==> config.mk <==
export PLATFORM = sky130hd
export DESIGN_NAME = servo_pulse_from_averaged_sample
export DESIGN_NICKNAME = d
export VERILOG_FILES = /design/src/rtl/spfas_pkg.sv /design/src/rtl/servo_pulse_from_averaged_sample.sv
export SDC_FILE = /design/constraint.sdc
export NUM_CORES = 1
export LEC_CHECK = 0
export ABC_AREA = 1
export BUFFER_PORTS_ARGS = -buffer_cell sky130_fd_sc_hd__buf_2
export CELL_PAD_IN_SITES_DETAIL_PLACEMENT = 0
export CELL_PAD_IN_SITES_GLOBAL_PLACEMENT = 1
export CORE_ASPECT_RATIO = 0.8
export CORE_MARGIN = 8
export CORE_UTILIZATION = 53
export DETAILED_ROUTE_END_ITERATION = 16
export GPL_TIMING_DRIVEN = 0
export PLACE_DENSITY_LB_ADDON = 0.1
export SYNTH_ARGS = -nofsm -noshare
export SYNTH_HDL_FRONTEND = slang
export SYNTH_SLANG_ARGS = --single-unit
export TNS_END_PERCENT = 30
==> constraint.sdc <==
create_clock -name clk -period 7.62 [get_ports clk]
set_clock_uncertainty 0.2 [all_clocks]
set_input_delay 0.381 -clock clk [delete_from_list [all_inputs] [get_ports clk]]
set_output_delay 0.381 -clock clk [all_outputs]
set_load 0.05 [all_outputs]
==> src/rtl/spfas_pkg.sv <==
// ----------------------------------------------------------------------------
// spfas_pkg
// types and constants for the averaged-sample servo pulse generator
// ----------------------------------------------------------------------------
package spfas_pkg;

    typedef struct packed {
        logic       kind;
        logic [9:0] sample;
    } item_t;

    typedef struct packed {
        logic        servo_level;
        logic [12:0] pulse_width;
    } result_t;

    // per-stage control carried along the pipeline
    typedef struct packed {
        logic tick;
        logic done;
    } stage_ctl_t;

    localparam logic       KIND_SAMPLE = 1'b0;
    localparam logic       KIND_TICK   = 1'b1;

    localparam logic [1:0] CFG_PERIOD  = 2'd0;
    localparam logic [1:0] CFG_OFFSET  = 2'd1;
    localparam logic [1:0] CFG_SPAN    = 2'd2;

    localparam logic [15:0] PERIOD_RESET = 16'd20000;
    localparam logic [11:0] OFFSET_RESET = 12'd500;
    localparam logic [11:0] SPAN_RESET   = 12'd2000;
    localparam logic [12:0] WIDTH_RESET  = 13'd1500;
    localparam logic [12:0] WIDTH_MAX    = 13'd5000;

    // floor(x / 1023) = (x * ceil(2^32 / 1023)) >> 32, exact for x below 2^22
    localparam logic [22:0] FULL_SCALE_RECIP = 23'd4198405;
    localparam int          FULL_SCALE_SHIFT = 32;

endpackage

==> src/rtl/servo_pulse_from_averaged_sample.sv <==
// ----------------------------------------------------------------------------
// servo_pulse_from_averaged_sample
// averages converter samples into a smoothed pulse width and runs a
// two-phase servo output from microsecond ticks
// ----------------------------------------------------------------------------
// path: an accepted transaction passes stage registers s1 to s5, then the result register
// throughput: one transaction per cycle when not stalled; five register stages
//   carry the mean reciprocal multiply, span multiply and divide-by-1023 multiply
// reset: all but the stage data and result registers load their reset values at once
// ----------------------------------------------------------------------------
module servo_pulse_from_averaged_sample
    import spfas_pkg::*;
#(
    parameter int SAMPLES_AVERAGED = 8
)
(
    input  logic        clk,
    input  logic        rst_n,
    input  logic        item_valid,
    output logic        item_stall,
    input  item_t       item,
    output logic        result_valid,
    input  logic        result_stall,
    output result_t     result,
    input  logic        cfg_we,
    input  logic [1:0]  cfg_index,
    input  logic [15:0] cfg_data
);

    localparam int SW = $clog2(1023 * SAMPLES_AVERAGED + 1);
    localparam int CW = $clog2(SAMPLES_AVERAGED);
    localparam int RW = SW + 1;
    localparam int MEAN_SHIFT = SW + CW;
    localparam logic [RW-1:0] MEAN_RECIP = RW'(((64'd1 << MEAN_SHIFT)
        + 64'(SAMPLES_AVERAGED) - 64'd1) / 64'(SAMPLES_AVERAGED));
    localparam logic [CW-1:0] COUNT_LAST = CW'(SAMPLES_AVERAGED - 1);

    // configuration
    logic [15:0] period_reg;
    logic [11:0] offset_reg;
    logic [11:0] span_reg;

    always_ff @(posedge clk or negedge rst_n)
    begin
        if (!rst_n)
        begin
            period_reg <= PERIOD_RESET;
            offset_reg <= OFFSET_RESET;
            span_reg   <= SPAN_RESET;
        end
        else if (cfg_we)
        begin
            case (cfg_index)
                CFG_PERIOD: period_reg <= cfg_data;
                CFG_OFFSET: offset_reg <= cfg_data[11:0];
                CFG_SPAN:   span_reg   <= cfg_data[11:0];
                default:    ;
            endcase
        end
    end

    // flow control
    logic s1_v_reg, s2_v_reg, s3_v_reg, s4_v_reg, s5_v_reg;
    logic result_valid_reg;
    logic adv_out, rdy5, rdy4, rdy3, rdy2, rdy1, accept, fire5;

    assign adv_out    = !result_valid_reg || !result_stall;
    assign rdy5       = !s5_v_reg || adv_out;
    assign rdy4       = !s4_v_reg || rdy5;
    assign rdy3       = !s3_v_reg || rdy4;
    assign rdy2       = !s2_v_reg || rdy3;
    assign rdy1       = !s1_v_reg || rdy2;
    assign item_stall = !rdy1;
    assign accept     = item_valid && rdy1;
    assign fire5      = s5_v_reg && adv_out;

    // sample accumulation
    logic [SW-1:0] sum_reg, sum_next, total;
    logic [CW-1:0] count_reg, count_next;
    logic          last_sample;
    stage_ctl_t    s1_ctl_next;

    always_comb
    begin
        total       = sum_reg + SW'(item.sample);
        last_sample = (count_reg == COUNT_LAST);
        sum_next    = sum_reg;
        count_next  = count_reg;
        s1_ctl_next.tick = (item.kind == KIND_TICK);
        s1_ctl_next.done = (item.kind == KIND_SAMPLE) && last_sample;
        if (accept && item.kind == KIND_SAMPLE)
        begin
            sum_next   = last_sample ? '0 : total;
            count_next = last_sample ? '0 : count_reg + CW'(1);
        end
    end

    always_ff @(posedge clk or negedge rst_n)
    begin
        if (!rst_n)
        begin
            sum_reg   <= '0;
            count_reg <= '0;
        end
        else
        begin
            sum_reg   <= sum_next;
            count_reg <= count_next;
        end
    end

    // pipeline payload
    stage_ctl_t       s1_ctl_reg, s2_ctl_reg, s3_ctl_reg, s4_ctl_reg, s5_ctl_reg;
    logic [SW-1:0]    s1_total_reg;
    logic [9:0]       s2_mean_reg, s2_mean_next;
    logic [21:0]      s3_prod_reg, s3_prod_next;
    logic [11:0]      s4_quot_reg, s4_quot_next;
    logic [12:0]      s5_target_reg, s5_target_next;
    logic [SW+RW-1:0] mean_prod;
    logic [44:0]      quot_prod;
    logic [12:0]      target_sum;

    assign mean_prod      = (SW+RW)'(s1_total_reg) * (SW+RW)'(MEAN_RECIP);
    assign s2_mean_next   = mean_prod[MEAN_SHIFT +: 10];
    assign s3_prod_next   = 22'(s2_mean_reg) * 22'(span_reg);
    assign quot_prod      = 45'(s3_prod_reg) * 45'(FULL_SCALE_RECIP);
    assign s4_quot_next   = quot_prod[FULL_SCALE_SHIFT +: 12];
    assign target_sum     = 13'(s4_quot_reg) + 13'(offset_reg);
    assign s5_target_next = (target_sum > WIDTH_MAX) ? WIDTH_MAX : target_sum;

    always_ff @(posedge clk)
    begin
        if (rdy1)
        begin
            s1_ctl_reg   <= s1_ctl_next;
            s1_total_reg <= total;
        end
        if (rdy2)
        begin
            s2_ctl_reg  <= s1_ctl_reg;
            s2_mean_reg <= s2_mean_next;
        end
        if (rdy3)
        begin
            s3_ctl_reg  <= s2_ctl_reg;
            s3_prod_reg <= s3_prod_next;
        end
        if (rdy4)
        begin
            s4_ctl_reg  <= s3_ctl_reg;
            s4_quot_reg <= s4_quot_next;
        end
        if (rdy5)
        begin
            s5_ctl_reg    <= s4_ctl_reg;
            s5_target_reg <= s5_target_next;
        end
    end

    always_ff @(posedge clk or negedge rst_n)
    begin
        if (!rst_n)
        begin
            s1_v_reg         <= 1'b0;
            s2_v_reg         <= 1'b0;
            s3_v_reg         <= 1'b0;
            s4_v_reg         <= 1'b0;
            s5_v_reg         <= 1'b0;
            result_valid_reg <= 1'b0;
        end
        else
        begin
            if (rdy1)    s1_v_reg         <= item_valid;
            if (rdy2)    s2_v_reg         <= s1_v_reg;
            if (rdy3)    s3_v_reg         <= s2_v_reg;
            if (rdy4)    s4_v_reg         <= s3_v_reg;
            if (rdy5)    s5_v_reg         <= s4_v_reg;
            if (adv_out) result_valid_reg <= s5_v_reg;
        end
    end

    // smoothing and phase counter
    logic [12:0] smoothed_reg, smoothed_next, gap, step, moved;
    logic        high_reg, high_next;
    logic [15:0] ticks_reg, ticks_next;
    logic        up;

    always_comb
    begin
        up    = s5_target_reg > smoothed_reg;
        gap   = up ? s5_target_reg - smoothed_reg : smoothed_reg - s5_target_reg;
        step  = gap >> 2;
        if (up)
        begin
            moved = smoothed_reg + step;
            if (moved < s5_target_reg)
            begin
                moved = moved + 13'd1;
            end
        end
        else
        begin
            moved = smoothed_reg - step;
            if (moved > s5_target_reg)
            begin
                moved = moved - 13'd1;
            end
        end

        smoothed_next = smoothed_reg;
        high_next     = high_reg;
        ticks_next    = ticks_reg;
        if (fire5)
        begin
            if (s5_ctl_reg.done)
            begin
                smoothed_next = moved;
            end
            if (s5_ctl_reg.tick)
            begin
                if (ticks_reg == 16'd1)
                begin
                    high_next  = !high_reg;
                    ticks_next = high_reg ? period_reg - 16'(smoothed_reg)
                                          : 16'(smoothed_reg);
                end
                else
                begin
                    ticks_next = ticks_reg - 16'd1;
                end
            end
        end
    end

    always_ff @(posedge clk or negedge rst_n)
    begin
        if (!rst_n)
        begin
            smoothed_reg <= WIDTH_RESET;
            high_reg     <= 1'b0;
            ticks_reg    <= PERIOD_RESET;
        end
        else
        begin
            smoothed_reg <= smoothed_next;
            high_reg     <= high_next;
            ticks_reg    <= ticks_next;
        end
    end

    // result register
    result_t result_reg;

    always_ff @(posedge clk)
    begin
        if (fire5)
        begin
            result_reg.servo_level <= high_next;
            result_reg.pulse_width <= smoothed_next;
        end
    end

    assign result_valid = result_valid_reg;
    assign result       = result_reg;

    // checks
    a_width_bound: assert property (@(posedge clk) disable iff (!rst_n)
        smoothed_reg <= WIDTH_MAX)
        else $error("smoothed width above maximum");

    a_count_bound: assert property (@(posedge clk) disable iff (!rst_n)
        count_reg <= COUNT_LAST)
        else $error("sample count out of range");

    a_phase_end: assert property (@(posedge clk) disable iff (!rst_n)
        (high_reg != $past(high_reg)) |->
            ($past(ticks_reg) == 16'd1 && $past(fire5) && $past(s5_ctl_reg.tick)))
        else $error("phase changed without phase end");

    a_width_update: assert property (@(posedge clk) disable iff (!rst_n)
        (smoothed_reg != $past(smoothed_reg)) |->
            ($past(fire5) && $past(s5_ctl_reg.done)))
        else $error("smoothed width changed without a completed mean");

    a_result_load: assert property (@(posedge clk) disable iff (!rst_n)
        (result_valid_reg && result_stall) |=> (result_valid_reg && $stable(result_reg)))
        else $error("result overwritten while stalled");

endmodule
Yosys cells after proc, flatten, opt, wreduce, memory -nomap -nowiden
Index checks and enable logic that the tools add are counted.
Storage, ports and cells
  register bits: 186
  bits of input ports: 34
  output and inout port bits: 16
Operators by class
  multipliers: 2
  reductions and logical operators: 24
  multiplexer cells: 13
  eq/ne operators: 4
  add/subtract/negate cells: 11
  bitwise gates (word level): 1
  $lt $le $gt $ge: 4
Operators by type and width (number)
  $mux 13: 7
  $mul 22x23->44 const B: 1
  $mux 16: 2
  $gt 13x13->1: 2
  $sub 13x13->13: 2
  $mul 10x12->22: 1
  $eq 16x1->1 const B: 1
  $sub 16x1->16 const B: 1
  $sub 16x13->16: 1
  $add 12x12->13: 1
  $add 13x1->13 const B: 1
  $add 13x10->13: 1
  $add 13x11->13: 1
  $gt 13x13->1 const B: 1
  $lt 13x13->1: 1
  $sub 13x1->13 const B: 1
  $sub 13x11->13: 1
  $logic_not 1->1: 9
  $reduce_and 2->1: 4
  $logic_or 1x1->1: 6
  $logic_and 1x1->1: 4
  $add 3x1->3 const B: 1
  $eq 3x3->1 const B: 1
  $mux 1: 3
  other kinds (5): 5

Longest topological paths before layout
Gate-level depths: netlist (run 1).
  word-level depth: 9
  depth in mapped cells: 42
  depth with buffers taken out: 40

Least setup slack after synthesis (run 1)
Ideal clock, no wire load.
  path type: flip-flop to flip-flop
  start: register smoothed_reg[1]
  end: register result_reg (netlist bit result[7]) (data pin)
  stages on the path, launching flop included: 34
  clock period less this slack: 5.249 ns
  required time: 7.163 ns
  data arrival time: 4.792 ns
  slack: 2.371 ns
  path buffers: 1
  path through: dfrtp_1 > ha_1 > inv_2 > o21bai_4 > a21oi_1 > o21ai_1 > nand3_1 > nand2_1 > nand2_1 > buf_2 > o21ai_0 > xor2_1 > inv_1 > ha_1 > fa_1 > nand3_2 > nand2_2 > nand3_1 > nand3_1 > xor2_1 > inv_1 > ha_1 > nand2_1 > inv_1 > nor3_1 > nand2_1 > nor2_2 > nand3_1 > nor2_4 > nand2_1 > nand2_1 > nand2_1 > a21oi_1 > nor2_1
Between the ends
  longest elaborated chain between the ends: 8
  elaborated cells on any way between the ends: 15
  classes of those cells: add/sub: 6; order compare: 3; mux: 6
RTL lines
  from (decl): line servo_pulse_from_averaged_sample.sv:183  | logic [12:0] smoothed_reg, smoothed_next, gap, step, moved;
  from (signal assigned): line servo_pulse_from_averaged_sample.sv:245  | smoothed_reg <= smoothed_next;
  $sub 13x13->13 / $gt 13x13->1 (equally long branches): line servo_pulse_from_averaged_sample.sv:191, servo_pulse_from_averaged_sample.sv:190
  $mux 13: line servo_pulse_from_averaged_sample.sv:191  | gap = up ? s5_target_reg - smoothed_reg : smoothed_reg - s5_target_reg;
  $sub 13x11->13 / $add 13x11->13 (equally long branches): line servo_pulse_from_averaged_sample.sv:203, servo_pulse_from_averaged_sample.sv:195
  $sub 13x1->13 (tied with other cells): line servo_pulse_from_averaged_sample.sv:206  | moved = moved - 13'd1;
  $mux 13, on equally long branches: line servo_pulse_from_averaged_sample.sv:204, servo_pulse_from_averaged_sample.sv:196
  $mux 13 (*): line servo_pulse_from_averaged_sample.sv:193  | if (up)
  $mux 13 (*): line servo_pulse_from_averaged_sample.sv:215  | if (s5_ctl_reg.done)
  $mux 13 (*): line servo_pulse_from_averaged_sample.sv:213  | if (fire5)
  net smoothed_next[7]: line servo_pulse_from_averaged_sample.sv:183
  to (decl): line servo_pulse_from_averaged_sample.sv:252  | result_t result_reg;
The timed path passes the listed nets; every way through them passes the cells marked *.
A chain may end at the register's enable or synchronous reset.

Final worst setup path (run 1)
Ends and elaborated chain as after synthesis.

==> metrics.cfg, run 1 <==
[global_route]
grt_pass1_wl_mm = 86.4
grt_overflow = 0
antenna_found_initial = 0
grt_pass1_vias = 16569
grt_max_degree = 53
grt_usage = 0.245

[logic_synthesis]
synth_fp_nets = 2972
synth_cells = 2526
synth_area_per_cell_um2 = 7.88
synthDistinctLibCells = 62
async_reset_ff_frac = 0.503
seq_area_frac_synth = 0.255
synth.most_common_cell = nand2_1
synth_edf_count = 91
synth_largest_area_cell = ha_1
synth_commonest_cells = nand2_1 (608), inv_1 (426), ha_1 (315), a21oi_1 (158), nor2_1 (152)
synth-seq-cells = 183
synth_top_area_frac = 0.198
synth_warnings = 0
synthTopCellsByArea = ha_1 (20%), edfxtp_1 (14%), nand2_1 (11%)
synth-main-ff-cell = edfxtp_1
synth_area_um2 = 19900

[placed_design]
dpl_cell_area_um2 = 20800
place_congestion = 0.912
io_buffers = 49
dp_hpwl_mm = 43.7

[clock_network]
cts.clk_slew.worst_paths_ns = 0.07
post_cts_buffers = 0
cts_tree = built
cts_max_path_buffers = 2
cts.sinks = 183
cts_buffers = 17
cts_resized = 0
cts_max_level = 4
ctsHoldBuffers = 8
clock_latency_ns = 0.44
cts-root-buf = clkbuf_16

[layout]
largest_reg_flops = 22
area_delta_synth_final_pct = 7.87
fin_nets = 3050
fin_util = 0.580
drive_above_1_share = 0.0745
fin_area_um2 = 21500
diodes = 0

[route]
drt_wl_total_mm = 53.5
drcViolationCount = 0
num_vias = 16909
vias_per_cell = 5.45
final_antenna_net_count = 0
drt_iter0_markers = 1445
wl_per_cell_um = 17.2
drt-pass1-iter-count = 6

[worst_setup_path]
timing.rr.end = result[7]
path_class = reg -> reg
cp.arrival_ns = 6.86
r2r-start = smoothed_reg[1]
r2r_cells = 32
worstSetupStartpointType = register
required_ns = 7.60
crit_path_max_incr_delay_ns = 0.66
cp_common_cell = nand2_1
slowest_stage = dfrtp_1
r2r_setup_slack_ns = 0.74
critPathCaptureType = register
path_max_fanout = 10

[timing]
slew_headroom = 0.423
finalSetupViolCount = 0
worstMarginPinSlew_ns = 0.856
finalHoldViolations = 0
finalSetupTns_ns = 0
drv_slew = 0
period_needed_ns = 6.88
max_freq_ghz = 0.145
rsz0062_at_grt = no
fin_crit_sh = 0.903

[die]
die_area_um2 = 44100
dieHeight_um = 189
ios = 50
core_area_um2 = 37000
start_util = 0.538
rows = 63
die_w_um = 233

[worst_hold_path]
hold_path_depth = 3
hp-class = in -> reg
hold_path.startpoint = cfg_data[11]
hold_end = period_reg[11]

[flow_run]
cap_violations = 0

[run_status]
status = complete, no violations

cells by family (layout without fill, tap and decap cells):
group,Yosys count,in the layout,share of synthesized area
and+or+nand+nor,959,959,0.201
buffers and inverters,495,586,0.0966
adders and majority gates,412,412,0.295
AOI/OAI and AO/OA,390,390,0.113
DFF,183,183,0.255
xor gates and xnor gates,86,86,0.0391
muxes,1,1,0.000565
placed cells by master, fill, tap and decap left out, types with 30 or more instances in the layout:
cell and n:
fa_1 97, nand4_1 30, edfxtp_1 91, inv_1 426
a21oi_1 157, nand2_1 608, xor2_1 69, clkbuf_1 36
dfrtp_1 63, o21ai_0 127, nor2_1 152, buf_2 55
nand3_1 103, ha_1 315
how the worst max path moves through the flow:
stage / start / end / slack, ns / depth (start not counted)
final: smoothed_reg[1] / result[7] / 0.74 / 32
after global routing: smoothed_reg[1] / result[7] / 0.30 / 34
after CTS: smoothed_reg[1] / result[7] / 0.83 / 34
after detailed placement: smoothed_reg[1] / result[7] / 0.85 / 34
after global placement: smoothed_reg[1] / result[7] / 0.84 / 34
after floorplan: smoothed_reg[1] / result[7] / 2.37 / 33
stage by stage:
stage          worst slack, ns  hold slack (ns)  std cells
6_report                 0.736           0.0359       3104
4_1_cts                  0.828           0.0337       3104
3_3_place_gp             0.838            0.202       3062
2_1_floorplan             2.37           -0.115       2526
5_1_grt                  0.303           0.0523       3104
3_5_place_dp             0.850            0.205       3064
worst max-delay path, delay by kind of cell (launching register included):
family / cells / cell delay [ns]
and+or+nand+nor: 18 / 2.24
adders and majority gates: 3 / 1.09
buffers and inverters: 4 / 0.68
xor gates and xnor gates: 2 / 0.61
AOI/OAI and AO/OA: 5 / 1.14
DFF: 1 / 0.66
per-layer routing:
metal  up-vias  GRT usage  wire length, um
met5         -          0                0
met4         0     0.0334              327
met3        29     0.0435             3800
met2       507      0.360            22100
met1      7998      0.377            27200
li1       8375          -                -
cell type report:
type	instances	area (um2)
Sequential cell	183	5070
Multi-Input combinational cell	1848	12900
Timing Repair Buffer	59	370
Clock inverter	15	158
Fill cell	3462	15600
Tap cell	487	609
Clock buffer	17	425
Buffer	53	264
Inverter	442	1660
Power of run 1 is not shown: default switching activity piles up to over one toggle a cycle in this logic, so the estimate is an artifact.
==> inputs of run 2 (changes only) <==
--- a/config.mk
+++ b/config.mk
@@ -15,6 +15,7 @@
 export DETAILED_ROUTE_END_ITERATION = 16
 export GPL_TIMING_DRIVEN = 0
 export PLACE_DENSITY_LB_ADDON = 0.1
+export REMOVE_ABC_BUFFERS = 1
 export SYNTH_ARGS = -nofsm -noshare
 export SYNTH_HDL_FRONTEND = slang
 export SYNTH_SLANG_ARGS = --single-unit
==> metrics.cfg, run 2 (synthesis gave the netlist of run 1 again) <==
[run_status]
status = complete, no violations  ; unchanged

[global_route]
grt_pass1_vias = 15997  ; was 16569
antenna_found_initial = 0  ; unchanged
grt_pass1_wl_mm = 84.4  ; was 86.4 mm
grt_max_degree = 69  ; was 53
grt_overflow = 0  ; unchanged
grt_usage = 0.240  ; was 0.245

[route]
num_vias = 16609  ; was 16909
drcViolationCount = 0  ; unchanged
vias_per_cell = 5.44  ; was 5.45
final_antenna_net_count = 0  ; unchanged
drt_wl_total_mm = 52.2  ; was 53.5 mm
drt-pass1-iter-count = 6  ; unchanged
drt_iter0_markers = 1271  ; was 1445
wl_per_cell_um = 17.1  ; was 17.2 um

[clock_network]
clock_latency_ns = 0.45  ; was 0.44 ns
cts_max_path_buffers = 2  ; unchanged
post_cts_buffers = 0  ; unchanged
cts.clk_slew.worst_paths_ns = 0.08  ; was 0.07 ns
cts_max_level = 4  ; unchanged
cts_tree = built  ; unchanged
cts-root-buf = clkbuf_16  ; unchanged
cts_buffers = 17  ; unchanged
cts.sinks = 183  ; unchanged

[layout]
fin_nets = 2998  ; was 3050
final_common_cell = nand2_1  ; unchanged
largest_reg_flops = 22  ; unchanged
area_delta_synth_final_pct = 6.75  ; was 7.87%
final_cell_mix = nand2_1 (607), inv_1 (426), ha_1 (313)  ; was nand2_1 (608), inv_1 (426), ha_1 (315)
fin_util = 0.574  ; was 0.580
n_fill_cell = 3490  ; was 3462
drive_above_1_share = 0.0717  ; was 0.0745
diodes = 0  ; unchanged

[timing]
max_freq_ghz = 0.139  ; was 0.145 GHz
fin_crit_sh = 0.943  ; was 0.903
worstMarginPinSlew_ns = 0.979  ; was 0.856 ns
worst_slack_ns = 0.438  ; was 0.736 ns
slew_headroom = 0.346  ; was 0.423
finalSetupViolCount = 0  ; unchanged
period_needed_ns = 7.18  ; was 6.88 ns
drv_slew = 0  ; unchanged
rsz0062_at_grt = no  ; unchanged
finalHoldViolations = 0  ; unchanged

[worst_setup_path]
path_max_fanout = 30  ; was 10
critPathCaptureType = register  ; unchanged
r2r_setup_slack_ns = 0.44  ; was 0.74 ns
worstSetupStartpointType = register  ; unchanged
cp_common_cell = nand2_1  ; unchanged
crit_path_max_incr_delay_ns = 0.55  ; was 0.66 ns
slowest_stage = dfrtp_2  ; was dfrtp_1
cp.arrival_ns = 7.27  ; was 6.86 ns
path_class = reg -> reg  ; unchanged
required_ns = 7.71  ; was 7.60 ns

[placed_design]
place_congestion = 0.932  ; was 0.912
io_buffers = 49  ; unchanged
pre_cts_slack_ns = -0.662  ; was 0.850 ns
dp_hpwl_mm = 42.2  ; was 43.7 mm

[die]
start_util = 0.538  ; unchanged
rows = 63  ; unchanged
die_area_um2 = 44100  ; unchanged
die_w_um = 233  ; unchanged
ios = 50  ; unchanged
dieHeight_um = 189  ; unchanged
core_area_um2 = 37000  ; unchanged

[worst_hold_path]
hp-class = in -> reg  ; unchanged

[flow_run]
cap_violations = 0  ; unchanged

==> run 2: final timing paths <==
| path | from | cells past startpoint | end |
|---|---|---|---|
| worst min-delay path | cfg_data[9] | 3 | span_reg[9] |
| worst max-delay path | smoothed_reg[1] | 33 | result[7] |
| max in group asynchronous | rst_n | 3 | span_reg[7] |
| min in group asynchronous | rst_n | 2 | smoothed_reg[0] |
| worst min register to register | s1_total_reg[10] | 0 | s2_mean_reg[7] |
| worst max register to register | smoothed_reg[1] | 33 | result[7] |
==> run 2: cell type report <==
cell class | count | area [um2] | share of cell area
inverters | 442 | 1660 | 0.0780
clock buffers | 18 | 429 | 0.0202
clock inverters | 14 | 160 | 0.00753
repair buffers | 60 | 378 | 0.0178
well taps | 487 | 609 | 0.0287
flip-flops and latches | 183 | 5070 | 0.239
multi-input cells | 1848 | 13000 | 0.609
==> run 2: worst max-delay path: cells and delay by family, from the launching register on <==
| kind | cells | cell delay (ns) |
|---|---|---|
| AND/OR/NAND/NOR | 19 | 2.80 |
| flip-flops | 1 | 0.55 |
| AO/OA/AOI/OAI | 5 | 1.01 |
| buffers and inverters | 4 | 0.81 |
| adder cells (fa/ha/maj) | 3 | 1.07 |
| XOR/XNOR | 2 | 0.55 |
==> run 2: stage by stage <==
stage	std cells	hold slack [ns]	area, um2	setup TNS (ns)
floorplan	2473	-0.115	19700	0
global placement	3009	0.202	20500	-7.98
detailed placement	3012	0.140	20600	-8.86
CTS	3052	0.00969	21200	0
global route	3052	0.0518	21300	0
finish	3052	0.0390	21300	0
==> run 2: routing by layer <==
metal	vias to the layer above	wire length [um]	share of wire	GRT usage
met5	-	0	0	0
met4	0	701	0.013	0.0529
met3	46	3610	0.069	0.0426
met2	519	20700	0.40	0.341
met1	7779	27100	0.52	0.372
li1	8265	-	-	-
==> run 2: repair_timing <==
| item | in CTS | in global routing |
|---|---|---|
| hold buffers | 8 | 0 |
| endpoints found under the hold margin | 31 | 0 |
| setup endpoints to repair | 25 | 20 |
| cloned | 0 | 0 |
| gates resized for setup | 2 | 5 |
Power of run 2 is left out for the same reason.
